===== src/sv/msd_pkg.sv =====
`timescale 1ns / 1ps

package msd_pkg;

    localparam int POS_W   = 21;
    localparam int DIF_W   = 22;
    localparam int PROD_W  = 2 * DIF_W;
    localparam int D2_W    = 46;
    localparam int LEN_W   = 22;
    localparam int SQ_STEPS = D2_W / 2;
    localparam int ROOT_W  = SQ_STEPS;
    localparam int REM_W   = ROOT_W + 1;
    localparam int CNT_W   = $clog2(SQ_STEPS);
    localparam int PC_W    = 4;

    localparam logic [1:0] REG_TICK   = 2'd0;
    localparam logic [1:0] REG_NORMAL = 2'd1;
    localparam logic [1:0] REG_LADDER = 2'd2;
    localparam logic [1:0] REG_RANGE  = 2'd3;

    localparam logic [1:0] AX_NONE = 2'd0;
    localparam logic [1:0] AX_X    = 2'd1;
    localparam logic [1:0] AX_Y    = 2'd2;
    localparam logic [1:0] AX_Z    = 2'd3;

    localparam logic [1:0] MS_NONE  = 2'd0;
    localparam logic [1:0] MS_DIF   = 2'd1;
    localparam logic [1:0] MS_RANGE = 2'd2;
    localparam logic [1:0] MS_LIMIT = 2'd3;

    localparam logic [1:0] AO_HOLD  = 2'd0;
    localparam logic [1:0] AO_CLEAR = 2'd1;
    localparam logic [1:0] AO_ADD   = 2'd2;

    localparam logic [3:0] ACT_NONE    = 4'd0;
    localparam logic [3:0] ACT_START   = 4'd1;
    localparam logic [3:0] ACT_SQ_INIT = 4'd2;
    localparam logic [3:0] ACT_SQ_STEP = 4'd3;
    localparam logic [3:0] ACT_SUB_OLD = 4'd4;
    localparam logic [3:0] ACT_ADD_NEW = 4'd5;
    localparam logic [3:0] ACT_DECIDE  = 4'd6;
    localparam logic [3:0] ACT_UNSTUCK = 4'd7;
    localparam logic [3:0] ACT_CLEAR   = 4'd8;
    localparam logic [3:0] ACT_FINISH  = 4'd9;

    localparam logic [2:0] JC_NEXT   = 3'd0;
    localparam logic [2:0] JC_ALWAYS = 3'd1;
    localparam logic [2:0] JC_CLEAR  = 3'd2;
    localparam logic [2:0] JC_STUCK  = 3'd3;
    localparam logic [2:0] JC_LOOP   = 3'd4;

    localparam logic [PC_W-1:0] PC_START   = 4'd0;
    localparam logic [PC_W-1:0] PC_SQ_LOOP = 4'd6;
    localparam logic [PC_W-1:0] PC_UNSTUCK = 4'd10;
    localparam logic [PC_W-1:0] PC_CLEAR   = 4'd11;
    localparam logic [PC_W-1:0] PC_FINISH  = 4'd12;

    typedef struct packed {
        logic [1:0]      dif_axis;
        logic [1:0]      mul_sel;
        logic [1:0]      acc_op;
        logic [3:0]      act;
        logic [2:0]      jmp_cond;
        logic [PC_W-1:0] jmp_tgt;
    } t_uword;

    function automatic t_uword ucode(input logic [PC_W-1:0] pc);
        t_uword w;
        unique case (pc)
            4'd0:  w = '{AX_X,    MS_NONE,  AO_CLEAR, ACT_START,   JC_CLEAR,  PC_CLEAR};
            4'd1:  w = '{AX_Y,    MS_DIF,   AO_HOLD,  ACT_NONE,    JC_NEXT,   PC_START};
            4'd2:  w = '{AX_Z,    MS_DIF,   AO_ADD,   ACT_NONE,    JC_NEXT,   PC_START};
            4'd3:  w = '{AX_NONE, MS_DIF,   AO_ADD,   ACT_NONE,    JC_NEXT,   PC_START};
            4'd4:  w = '{AX_NONE, MS_RANGE, AO_ADD,   ACT_NONE,    JC_STUCK,  PC_UNSTUCK};
            4'd5:  w = '{AX_NONE, MS_NONE,  AO_HOLD,  ACT_SQ_INIT, JC_NEXT,   PC_START};
            4'd6:  w = '{AX_NONE, MS_NONE,  AO_HOLD,  ACT_SQ_STEP, JC_LOOP,   PC_SQ_LOOP};
            4'd7:  w = '{AX_NONE, MS_LIMIT, AO_HOLD,  ACT_SUB_OLD, JC_NEXT,   PC_START};
            4'd8:  w = '{AX_NONE, MS_NONE,  AO_HOLD,  ACT_ADD_NEW, JC_NEXT,   PC_START};
            4'd9:  w = '{AX_NONE, MS_NONE,  AO_HOLD,  ACT_DECIDE,  JC_ALWAYS, PC_FINISH};
            4'd10: w = '{AX_NONE, MS_NONE,  AO_HOLD,  ACT_UNSTUCK, JC_ALWAYS, PC_FINISH};
            4'd11: w = '{AX_NONE, MS_NONE,  AO_HOLD,  ACT_CLEAR,   JC_NEXT,   PC_START};
            4'd12: w = '{AX_NONE, MS_NONE,  AO_HOLD,  ACT_FINISH,  JC_NEXT,   PC_START};
            default: w = '{AX_NONE, MS_NONE, AO_HOLD, ACT_FINISH,  JC_NEXT,   PC_START};
        endcase
        return w;
    endfunction

endpackage


===== src/sv/msd_ram.sv =====
`timescale 1ns / 1ps

module msd_ram #(
    parameter int WIDTH = 22,
    parameter int DEPTH = 8,
    localparam int AW = $clog2(DEPTH)
) (
    input  logic             i_clk,
    input  logic             i_we,
    input  logic [AW-1:0]    i_waddr,
    input  logic [WIDTH-1:0] i_wdata,
    input  logic             i_re,
    input  logic [AW-1:0]    i_raddr,
    output logic [WIDTH-1:0] o_rdata
);

    logic [WIDTH-1:0] r_mem [DEPTH];
    logic [WIDTH-1:0] r_rdata;

    always_ff @(posedge i_clk) begin
        if (i_we) begin
            r_mem[i_waddr] <= i_wdata;
        end
        if (i_re) begin
            r_rdata <= r_mem[i_raddr];
        end
    end

    assign o_rdata = r_rdata;

endmodule


===== src/sv/motion_stall_detector_core.sv =====
`timescale 1ns / 1ps

// Channel   | Signals                                        | Transfer when
// ----------+------------------------------------------------+---------------------------
// input     | i_in_valid, o_in_ready, i_pos_*, flags         | i_in_valid && o_in_ready
// output    | o_out_valid, i_out_ready, o_stuck, o_became_*  | o_out_valid && i_out_ready
// config    | psel, penable, pwrite, paddr, pwdata, prdata   | psel && penable && pwrite
//
// A tick that is not stuck runs the 23 passes of the bit-pair square root loop before its
// result is registered; a stuck tick and a clear skip that loop. One tick is in work at a
// time; the next transfer can come in the same cycle that the result turns valid. Reset is
// synchronous and active low; it restores the register defaults and empties the ring. A
// stalled output holds the sequencer in its final step.

module motion_stall_detector_core #(
    parameter int SAMPLE_COUNT = 8
) (
    input  logic                              i_clk,
    input  logic                              i_rst_n,
    input  logic                              i_in_valid,
    output logic                              o_in_ready,
    input  logic signed [msd_pkg::POS_W-1:0]  i_pos_x,
    input  logic signed [msd_pkg::POS_W-1:0]  i_pos_y,
    input  logic signed [msd_pkg::POS_W-1:0]  i_pos_z,
    input  logic                              i_jumping,
    input  logic                              i_on_ladder,
    input  logic                              i_clear_monitor,
    output logic                              o_out_valid,
    input  logic                              i_out_ready,
    output logic                              o_stuck,
    output logic                              o_became_stuck,
    output logic                              o_became_unstuck,
    input  logic                              psel,
    input  logic                              penable,
    input  logic                              pwrite,
    input  logic [3:0]                        paddr,
    input  logic [31:0]                       pwdata,
    output logic [31:0]                       prdata,
    output logic                              pready
);

    localparam int IDX_W  = $clog2(SAMPLE_COUNT);
    localparam int FILL_W = $clog2(SAMPLE_COUNT + 1);
    localparam int SUM_W  = msd_pkg::LEN_W + $clog2(SAMPLE_COUNT);
    localparam int THR_W  = 16 + $clog2(SAMPLE_COUNT + 1);
    localparam int CMP_W  = (SUM_W > THR_W) ? SUM_W : THR_W;

    logic [7:0] r_tick;
    logic [7:0] r_lim_normal;
    logic [7:0] r_lim_ladder;
    logic [9:0] r_range;

    logic                          r_busy;
    logic [msd_pkg::PC_W-1:0]      r_pc;
    logic [msd_pkg::PC_W-1:0]      n_pc;
    logic [msd_pkg::CNT_W-1:0]     r_cnt;
    msd_pkg::t_uword               uw;

    logic signed [msd_pkg::POS_W-1:0] r_px, r_py, r_pz;
    logic                             r_jump, r_ladder, r_clear;
    logic signed [msd_pkg::POS_W-1:0] r_last_x, r_last_y, r_last_z;
    logic signed [msd_pkg::POS_W-1:0] r_spot_x, r_spot_y, r_spot_z;

    logic [msd_pkg::DIF_W-1:0]   r_dif;
    logic [msd_pkg::PROD_W-1:0]  r_prod;
    logic [msd_pkg::D2_W-1:0]    r_acc;
    logic [msd_pkg::ROOT_W-1:0]  r_root;
    logic [msd_pkg::REM_W-1:0]   r_rem;
    logic [SUM_W-1:0]            r_sum;
    logic [THR_W-1:0]            r_thr;
    logic [IDX_W-1:0]            r_idx;
    logic [FILL_W-1:0]           r_fill;
    logic                        r_full;
    logic                        r_stuck;
    logic                        r_entered;
    logic                        r_left;

    logic                        r_ovalid;
    logic                        r_o_stuck, r_o_entered, r_o_left;

    logic signed [msd_pkg::POS_W-1:0] dif_p, dif_ref;
    logic signed [msd_pkg::DIF_W-1:0] dif_s;
    logic [msd_pkg::DIF_W-1:0]        dif_abs;
    logic [msd_pkg::DIF_W-1:0]        mul_a, mul_b;
    logic [msd_pkg::PROD_W-1:0]       mul_p;
    logic [7:0]                       lim_sel;
    logic [msd_pkg::REM_W+1:0]        sq_tmp;
    logic [msd_pkg::REM_W+1:0]        sq_trial;
    logic                             sq_ge;
    logic [msd_pkg::D2_W-1:0]         r2;
    logic [CMP_W-1:0]                 cmp_sum, cmp_thr;
    logic [msd_pkg::LEN_W-1:0]        len;
    logic [msd_pkg::LEN_W-1:0]        ram_rdata;
    logic                             ram_we, ram_re;
    logic                             in_xfer, fin_go;

    assign uw         = msd_pkg::ucode(r_pc);
    assign o_in_ready = !r_busy;
    assign in_xfer    = i_in_valid && !r_busy;
    assign fin_go     = r_busy && (uw.act == msd_pkg::ACT_FINISH) && (!r_ovalid || i_out_ready);
    assign pready     = 1'b1;

    always_comb begin
        unique case (paddr[3:2])
            msd_pkg::REG_TICK:   prdata = 32'(r_tick);
            msd_pkg::REG_NORMAL: prdata = 32'(r_lim_normal);
            msd_pkg::REG_LADDER: prdata = 32'(r_lim_ladder);
            msd_pkg::REG_RANGE:  prdata = 32'(r_range);
            default:             prdata = '0;
        endcase
    end

    always_comb begin
        unique case (uw.dif_axis)
            msd_pkg::AX_X: begin
                dif_p   = r_px;
                dif_ref = r_stuck ? r_spot_x : r_last_x;
            end
            msd_pkg::AX_Y: begin
                dif_p   = r_py;
                dif_ref = r_stuck ? r_spot_y : r_last_y;
            end
            msd_pkg::AX_Z: begin
                dif_p   = (r_jump && !r_stuck) ? '0 : r_pz;
                dif_ref = (r_jump && !r_stuck) ? '0 : (r_stuck ? r_spot_z : r_last_z);
            end
            default: begin
                dif_p   = '0;
                dif_ref = '0;
            end
        endcase
        dif_s   = msd_pkg::DIF_W'(dif_p) - msd_pkg::DIF_W'(dif_ref);
        dif_abs = dif_s[msd_pkg::DIF_W-1] ? msd_pkg::DIF_W'(-dif_s) : msd_pkg::DIF_W'(dif_s);
    end

    assign lim_sel = r_ladder ? r_lim_ladder : r_lim_normal;

    always_comb begin
        unique case (uw.mul_sel)
            msd_pkg::MS_DIF: begin
                mul_a = r_dif;
                mul_b = r_dif;
            end
            msd_pkg::MS_RANGE: begin
                mul_a = msd_pkg::DIF_W'(r_range);
                mul_b = msd_pkg::DIF_W'(r_range);
            end
            msd_pkg::MS_LIMIT: begin
                mul_a = msd_pkg::DIF_W'(lim_sel);
                mul_b = msd_pkg::DIF_W'(r_tick);
            end
            default: begin
                mul_a = '0;
                mul_b = '0;
            end
        endcase
        mul_p = mul_a * mul_b;
    end

    assign sq_tmp   = {r_rem, r_acc[msd_pkg::D2_W-1 -: 2]};
    assign sq_trial = (msd_pkg::REM_W + 2)'({r_root, 2'b01});
    assign sq_ge    = sq_tmp >= sq_trial;
    assign len      = r_root[msd_pkg::LEN_W-1:0];
    assign r2       = msd_pkg::D2_W'({r_prod[19:0], 16'b0});
    assign cmp_sum  = CMP_W'(r_sum);
    assign cmp_thr  = CMP_W'(r_thr);
    assign ram_re   = r_busy && (uw.act == msd_pkg::ACT_START);
    assign ram_we   = r_busy && (uw.act == msd_pkg::ACT_ADD_NEW);

    always_comb begin
        n_pc = r_pc + msd_pkg::PC_W'(1);
        unique case (uw.jmp_cond)
            msd_pkg::JC_ALWAYS: n_pc = uw.jmp_tgt;
            msd_pkg::JC_CLEAR:  if (r_clear) begin
                n_pc = uw.jmp_tgt;
            end
            msd_pkg::JC_STUCK:  if (r_stuck) begin
                n_pc = uw.jmp_tgt;
            end
            msd_pkg::JC_LOOP:   if (r_cnt != '0) begin
                n_pc = uw.jmp_tgt;
            end
            default: ;
        endcase
    end

    msd_ram #(
        .WIDTH(msd_pkg::LEN_W),
        .DEPTH(SAMPLE_COUNT)
    ) u_ring (
        .i_clk   (i_clk),
        .i_we    (ram_we),
        .i_waddr (r_idx),
        .i_wdata (len),
        .i_re    (ram_re),
        .i_raddr (r_idx),
        .o_rdata (ram_rdata)
    );

    always_ff @(posedge i_clk) begin
        if (!i_rst_n) begin
            r_tick       <= 8'd26;
            r_lim_normal <= 8'd20;
            r_lim_ladder <= 8'd10;
            r_range      <= 10'd75;
        end else if (psel && penable && pwrite) begin
            unique case (paddr[3:2])
                msd_pkg::REG_TICK:   r_tick       <= pwdata[7:0];
                msd_pkg::REG_NORMAL: r_lim_normal <= pwdata[7:0];
                msd_pkg::REG_LADDER: r_lim_ladder <= pwdata[7:0];
                msd_pkg::REG_RANGE:  r_range      <= pwdata[9:0];
                default: ;
            endcase
        end
    end

    always_ff @(posedge i_clk) begin
        if (in_xfer) begin
            r_px      <= i_pos_x;
            r_py      <= i_pos_y;
            r_pz      <= i_pos_z;
            r_jump    <= i_jumping;
            r_ladder  <= i_on_ladder;
            r_clear   <= i_clear_monitor;
            r_entered <= 1'b0;
            r_left    <= 1'b0;
        end
        if (r_busy) begin
            if (uw.dif_axis != msd_pkg::AX_NONE) begin
                r_dif <= dif_abs;
            end
            if (uw.mul_sel != msd_pkg::MS_NONE) begin
                r_prod <= mul_p;
            end
            case (uw.acc_op)
                msd_pkg::AO_CLEAR: r_acc <= '0;
                msd_pkg::AO_ADD:   r_acc <= r_acc + msd_pkg::D2_W'(r_prod);
                default: ;
            endcase
            unique case (uw.act)
                msd_pkg::ACT_SQ_INIT: begin
                    r_root <= '0;
                    r_rem  <= '0;
                end
                msd_pkg::ACT_SQ_STEP: begin
                    r_acc <= r_acc << 2;
                    if (sq_ge) begin
                        r_rem  <= msd_pkg::REM_W'(sq_tmp - sq_trial);
                        r_root <= {r_root[msd_pkg::ROOT_W-2:0], 1'b1};
                    end else begin
                        r_rem  <= msd_pkg::REM_W'(sq_tmp);
                        r_root <= {r_root[msd_pkg::ROOT_W-2:0], 1'b0};
                    end
                end
                msd_pkg::ACT_ADD_NEW: begin
                    r_thr <= THR_W'(32'(r_prod[15:0]) * SAMPLE_COUNT);
                end
                msd_pkg::ACT_DECIDE: begin
                    if (r_full && (cmp_sum < cmp_thr)) begin
                        r_entered <= 1'b1;
                    end
                end
                msd_pkg::ACT_UNSTUCK: begin
                    if (r_acc > r2) begin
                        r_left <= 1'b1;
                    end
                end
                msd_pkg::ACT_CLEAR: begin
                    r_left <= r_stuck;
                end
                default: ;
            endcase
        end
        if (fin_go) begin
            r_o_stuck   <= r_stuck;
            r_o_entered <= r_entered;
            r_o_left    <= r_left;
        end
    end

    always_ff @(posedge i_clk) begin
        if (!i_rst_n) begin
            r_busy   <= 1'b0;
            r_pc     <= msd_pkg::PC_START;
            r_cnt    <= '0;
            r_ovalid <= 1'b0;
            r_stuck  <= 1'b0;
            r_idx    <= '0;
            r_fill   <= '0;
            r_full   <= 1'b0;
            r_sum    <= '0;
            r_last_x <= '0;
            r_last_y <= '0;
            r_last_z <= '0;
            r_spot_x <= '0;
            r_spot_y <= '0;
            r_spot_z <= '0;
        end else begin
            if (r_ovalid && i_out_ready) begin
                r_ovalid <= 1'b0;
            end
            if (in_xfer) begin
                r_busy <= 1'b1;
                r_pc   <= msd_pkg::PC_START;
            end
            if (r_busy) begin
                if (uw.act != msd_pkg::ACT_FINISH) begin
                    r_pc <= n_pc;
                end
                unique case (uw.act)
                    msd_pkg::ACT_START: begin
                        r_full <= (r_fill >= FILL_W'(SAMPLE_COUNT));
                    end
                    msd_pkg::ACT_SQ_INIT: begin
                        r_cnt <= msd_pkg::CNT_W'(msd_pkg::SQ_STEPS - 1);
                    end
                    msd_pkg::ACT_SQ_STEP: begin
                        if (r_cnt != '0) begin
                            r_cnt <= r_cnt - msd_pkg::CNT_W'(1);
                        end
                    end
                    msd_pkg::ACT_SUB_OLD: begin
                        if (r_full) begin
                            r_sum <= r_sum - SUM_W'(ram_rdata);
                        end
                    end
                    msd_pkg::ACT_ADD_NEW: begin
                        r_sum <= r_sum + SUM_W'(len);
                        r_idx <= (r_idx == IDX_W'(SAMPLE_COUNT - 1)) ? '0
                                                                      : r_idx + IDX_W'(1);
                        if (!r_full) begin
                            r_fill <= r_fill + FILL_W'(1);
                        end
                    end
                    msd_pkg::ACT_DECIDE: begin
                        if (r_full && (cmp_sum < cmp_thr)) begin
                            r_stuck  <= 1'b1;
                            r_spot_x <= r_px;
                            r_spot_y <= r_py;
                            r_spot_z <= r_pz;
                        end
                    end
                    msd_pkg::ACT_UNSTUCK: begin
                        if (r_acc > r2) begin
                            r_stuck <= 1'b0;
                            r_idx   <= '0;
                            r_fill  <= '0;
                            r_sum   <= '0;
                        end
                    end
                    msd_pkg::ACT_CLEAR: begin
                        r_stuck <= 1'b0;
                        r_idx   <= '0;
                        r_fill  <= '0;
                        r_sum   <= '0;
                    end
                    default: ;
                endcase
            end
            if (fin_go) begin
                r_ovalid <= 1'b1;
                r_busy   <= 1'b0;
                r_last_x <= r_px;
                r_last_y <= r_py;
                r_last_z <= r_pz;
            end
        end
    end

    assign o_out_valid      = r_ovalid;
    assign o_stuck          = r_o_stuck;
    assign o_became_stuck   = r_o_entered;
    assign o_became_unstuck = r_o_left;

endmodule


===== config.mk =====
export PLATFORM = sky130hd
export DESIGN_NAME = motion_stall_detector_core
export DESIGN_NICKNAME = d
export VERILOG_FILES = /design/src/sv/msd_pkg.sv /design/src/sv/msd_ram.sv /design/src/sv/motion_stall_detector_core.sv
export SDC_FILE = /design/constraint.sdc
export NUM_CORES = 2
export LEC_CHECK = 0
export BUFFER_PORTS_ARGS = -buffer_cell sky130_fd_sc_hd__buf_2
export CAP_MARGIN = 20
export CORE_UTILIZATION = 25
export DETAILED_ROUTE_END_ITERATION = 7
export PLACE_DENSITY_LB_ADDON = 0.3
export SKIP_CTS_REPAIR_TIMING = 1
export SYNTH_ARGS = -nofsm -noshare
export SYNTH_HDL_FRONTEND = slang
export SYNTH_SLANG_ARGS = --single-unit
export TNS_END_PERCENT = 1

===== constraint.sdc =====
create_clock -name i_clk -period 10.6 [get_ports i_clk]
set_input_delay 0 -clock i_clk [delete_from_list [all_inputs] [get_ports i_clk]]
set_output_delay 0 -clock i_clk [all_outputs]
set_load 0.02 [all_outputs]

==> reports/metrics.yaml <==
cells_and_area:
  register_area_sq_um: 17740
  most-common-layout-cells: "648 x sky130_fd_sc_hd__nand2_1, 572 x sky130_fd_sc_hd__inv_1, 442 x sky130_fd_sc_hd__edfxtp_1"
  share_of_final_layout_standard_cells_stronger_than_drive_strength_1_pct: 7.334
  num-fill-cells: 19820
  flow.area_growth_from_synthesis_pct: 13.72
  layout.cell_area.non_filler_sq_um: 54600
  multi_input_combinational_cell_area_sq_um: 27290
  num-nets-final: 5724
  mostFrequentLayoutCell: "sky130_fd_sc_hd__nand2_1"
worst_setup_path:
  setup.worst_path.class: "reg -> reg"
  cp_max_fo: 32
  critical-path-top-cell-by-count: "sky130_fd_sc_hd__fa_1"
  worstPathArrival_ns: 9.76
  timing.reg2reg.setup_slack_ns: 1.27
  r2r.worst_path.cells: 27
  cp_slowest_stage_delay_ns: 0.65
  kind_of_capture_point_of_the_worst_setup_path: "flop"
  critical_path.startpoint_type: "flop"
  r2r-start: "uw[14]"
  library_cell_contributing_the_largest_single_delay_on_the_critical_path: "sky130_fd_sc_hd__dfxtp_1"
  worst-endpoint-required_ns: 11.02
  critical_path.reg2reg.endpoint: "r_prod[39]"
  crit_end: "r_prod[39]"
  setup.worst_path.start: "uw[14]"
floorplan:
  die_h_um: 440.2
  start_util_pct: 25.22
  die_width_um: 440.2
  io_pins: 147
  floorplan.die_area_sq_um: 193800
  core_area_sq_um: 190400
  rows: 160
routing:
  drt-wirelength-per-cell_um: 18.01
  ant_nets: 0
  drt_first_pass_iters: 8
  postRouteWirelength_um: 135000
  route.detailed.vias_per_inst: 4.696
  drt_iter0_markers: 2485
  remaining_drc_errors: 0
  routed-via-count: 35190
hold_path:
  hold_path_class: "in -> reg"
  min_path_cells: 2
sta:
  grt_setup_unrepaired: "no"
  holdWs_ns: 0.04674
  setup_violations: 0
  slew_headroom_pct: 32.89
  post-route-period-util_pct: 88.04
  timing.clock.skew_ns: 0.06943
  layout_min_cycle_time_ns: 9.332
  timing.fmax_mhz: 107.2
  timing_max_transition_violations_final: 0
  timing.final.hold_violations: 0
  setup_total_negative_slack_ns: 0
  worst_pin_slew_ns: 1.002
clocking:
  clockRootBuffer: "sky130_fd_sc_hd__clkbuf_16"
  clkTransAtPathRegs_ns: 0.06
  cts_htree_levels: 3
  cts.sink_count: 665
  tritoncts: "yes"
  clock_tree.buffer_depth: 3
  clock_buffers_created_by_tritoncts: 72
  clkLatencyLatePin_ns: 0.70
placed_design:
  detailed_place_hpwl_um: 99900
  postPlaceCellArea_sq_um: 51370
  globalplace.congestion: 0.8854
  buffer_ports.inserted: 99
logic_synthesis:
  synthesis.instances: 4821
  count_of_flip_flops_with_a_built_in_enable_after_synthesis: 442
  netlist-cell-type-count: 82
  synth_top_flop_cell: "sky130_fd_sc_hd__edfxtp_1"
  synth.yosys.warnings: 0
  synth_async_sr_flop_share_pct: 0
  seq_area_frac_synth_pct: 36.94
  postSynthAreaPerCell_sq_um: 9.959
  syn-cell-area_sq_um: 48010
  postSynthRegisterBits: 665
power_and_ir_drop:
  pwr_density_cell_nw_per_um2: 143.9
  p_leak_nw: 22.77
  max_ir_drop_vdd_v: 0.0001212
global_routing:
  antenna_violations_before_repair: 4
  first_global_vias: 35600
  global_route_wire_length_before_repair_um: 209200
  grt-ovfl-total: 0
  largest_net_degree_at_the_start_of_global_routing: 90
  globalRouteTotalUtil_pct: 13.84
flow_run:
  cap_viol_max_count: 0
run_status:
  run_status: "finished clean"
==> cells by family after synthesis <==
logic type      after synthesis  share of synthesized area, %
simple gates               1372                         12.75
compound gates              935                         13.08
buf+inv                     828                         6.658
fa+ha+maj                   697                         24.04
flops                       665                         36.94
xor+xnor                    178                         3.247
mux                         144                         3.270
other cells                   2                       0.01564
==> synthesized netlist by cell type (12+ instances only) <==
| cell | n | area share (%) |
|---|---|---|
| sky130_fd_sc_hd__buf_4 | 23 | 0.36 |
| sky130_fd_sc_hd__xnor2_1 | 102 | 1.9 |
| sky130_fd_sc_hd__nand4_1 | 56 | 0.73 |
| sky130_fd_sc_hd__clkbuf_1 | 202 | 1.6 |
| sky130_fd_sc_hd__a31oi_1 | 20 | 0.26 |
| sky130_fd_sc_hd__mux2_2 | 23 | 0.54 |
| sky130_fd_sc_hd__nor2b_1 | 42 | 0.55 |
| sky130_fd_sc_hd__o21bai_1 | 20 | 0.31 |
| sky130_fd_sc_hd__ha_1 | 321 | 8.4 |
| sky130_fd_sc_hd__o211ai_1 | 12 | 0.19 |
| sky130_fd_sc_hd__a222oi_1 | 63 | 1.3 |
| sky130_fd_sc_hd__a22o_1 | 25 | 0.46 |
| sky130_fd_sc_hd__o21a_1 | 34 | 0.53 |
| sky130_fd_sc_hd__buf_1 | 18 | 0.14 |
| sky130_fd_sc_hd__a21oi_1 | 269 | 2.8 |
| sky130_fd_sc_hd__inv_1 | 575 | 4.5 |
| sky130_fd_sc_hd__a211oi_1 | 29 | 0.45 |
| sky130_fd_sc_hd__edfxtp_1 | 442 | 28 |
| sky130_fd_sc_hd__or3_1 | 15 | 0.20 |
| sky130_fd_sc_hd__a21o_1 | 90 | 1.4 |
| sky130_fd_sc_hd__o31ai_1 | 18 | 0.28 |
| sky130_fd_sc_hd__xor2_1 | 76 | 1.4 |
| sky130_fd_sc_hd__dfxtp_1 | 223 | 9.3 |
| sky130_fd_sc_hd__fa_1 | 376 | 16 |
| sky130_fd_sc_hd__a22oi_1 | 106 | 1.7 |
| sky130_fd_sc_hd__mux2i_1 | 113 | 2.4 |
| sky130_fd_sc_hd__nor2_1 | 311 | 2.4 |
| sky130_fd_sc_hd__and3_1 | 83 | 1.1 |
| sky130_fd_sc_hd__nand3_1 | 62 | 0.65 |
| sky130_fd_sc_hd__o21ai_0 | 142 | 1.5 |
| sky130_fd_sc_hd__and2_1 | 20 | 0.26 |
| sky130_fd_sc_hd__nor3_1 | 63 | 0.66 |
| sky130_fd_sc_hd__nand2b_1 | 16 | 0.21 |
| sky130_fd_sc_hd__nand2_1 | 648 | 5.1 |
==> power by group <==
part	switching (mW)	leakage (nW)	internal, mW
Combinational	1.45	15.8	0.875
Sequential	0.102	5.80	2.90
Clock	1.13	1.14	1.40
Total	2.68	22.8	5.17
==> worst min path at each step <==
stage | to | startpoint | slack, ns
global route | r_pz[3] | i_pos_z[3] | 0.02
floorplan | r_clear | i_clear_monitor | 0.1
finish | r_px[3] | i_pos_x[3] | 0.05
global placement | r_px[9] | i_pos_x[9] | 0.18
CTS | r_pz[18] | i_pos_z[18] | -0.54
detailed placement | r_px[9] | i_pos_x[9] | 0.18
==> per-layer routing <==
| metal | track usage (%) | vias to the layer above | share of wire [%] |
|---|---|---|---|
| met5 | 0 | - | 0 |
| met4 | 4.984 | 0 | 3.3 |
| met3 | 1.736 | 191 | 3.9 |
| met2 | 23.13 | 749 | 47 |
| met1 | 18.24 | 17410 | 45 |
| li1 | - | 16840 | - |
==> worst max-delay path, delay by kind of cell (launching register included) <==
family	cells	cell delay [ns]
fa+ha+maj	8	3.89
compound gates	7	2.40
buf+inv	7	1.31
simple gates	4	0.70
flops	1	0.65
xor+xnor	1	0.16
==> metrics by stage <==
| stage | cells | worst slack (ns) | power, mW | util, % |
|---|---|---|---|---|
| 6_report | 7493 | 1.268 | 7.858 | 28.68 |
| 5_1_grt | 7491 | 0.7011 | 8.311 | 28.68 |
| 4_1_cts | 7406 | 1.244 | 7.920 | 28.24 |
| 3_5_place_dp | 7273 | 1.210 | 5.345 | 26.98 |
| 3_3_place_gp | 7272 | 1.246 | 5.336 | 26.97 |
| 2_1_floorplan | 4842 | 2.495 | 4.615 | - |
==> area by class of cell <==
cell class                 count  share of cell area, %
clock inverter                44                 0.9120
multi-input combinational   3349                  49.99
antenna                        5                0.02292
timing repair buffer         247                  3.355
inverter                     583                  4.010
clock buffer                  89                  3.472
sequential                   665                  32.48
tap                         2511                  5.754
==> registers in the layout, indices dropped and copies added, names as in the netlist, 22 cells and up <==
name and count:
u_ring.r_mem 176, r_acc 46, r_prod 44, cmp_sum 25, r_rem 24, r_root 23
r_dif 22, u_ring.o_rdata 22
Power figures use the tool's default switching activity.
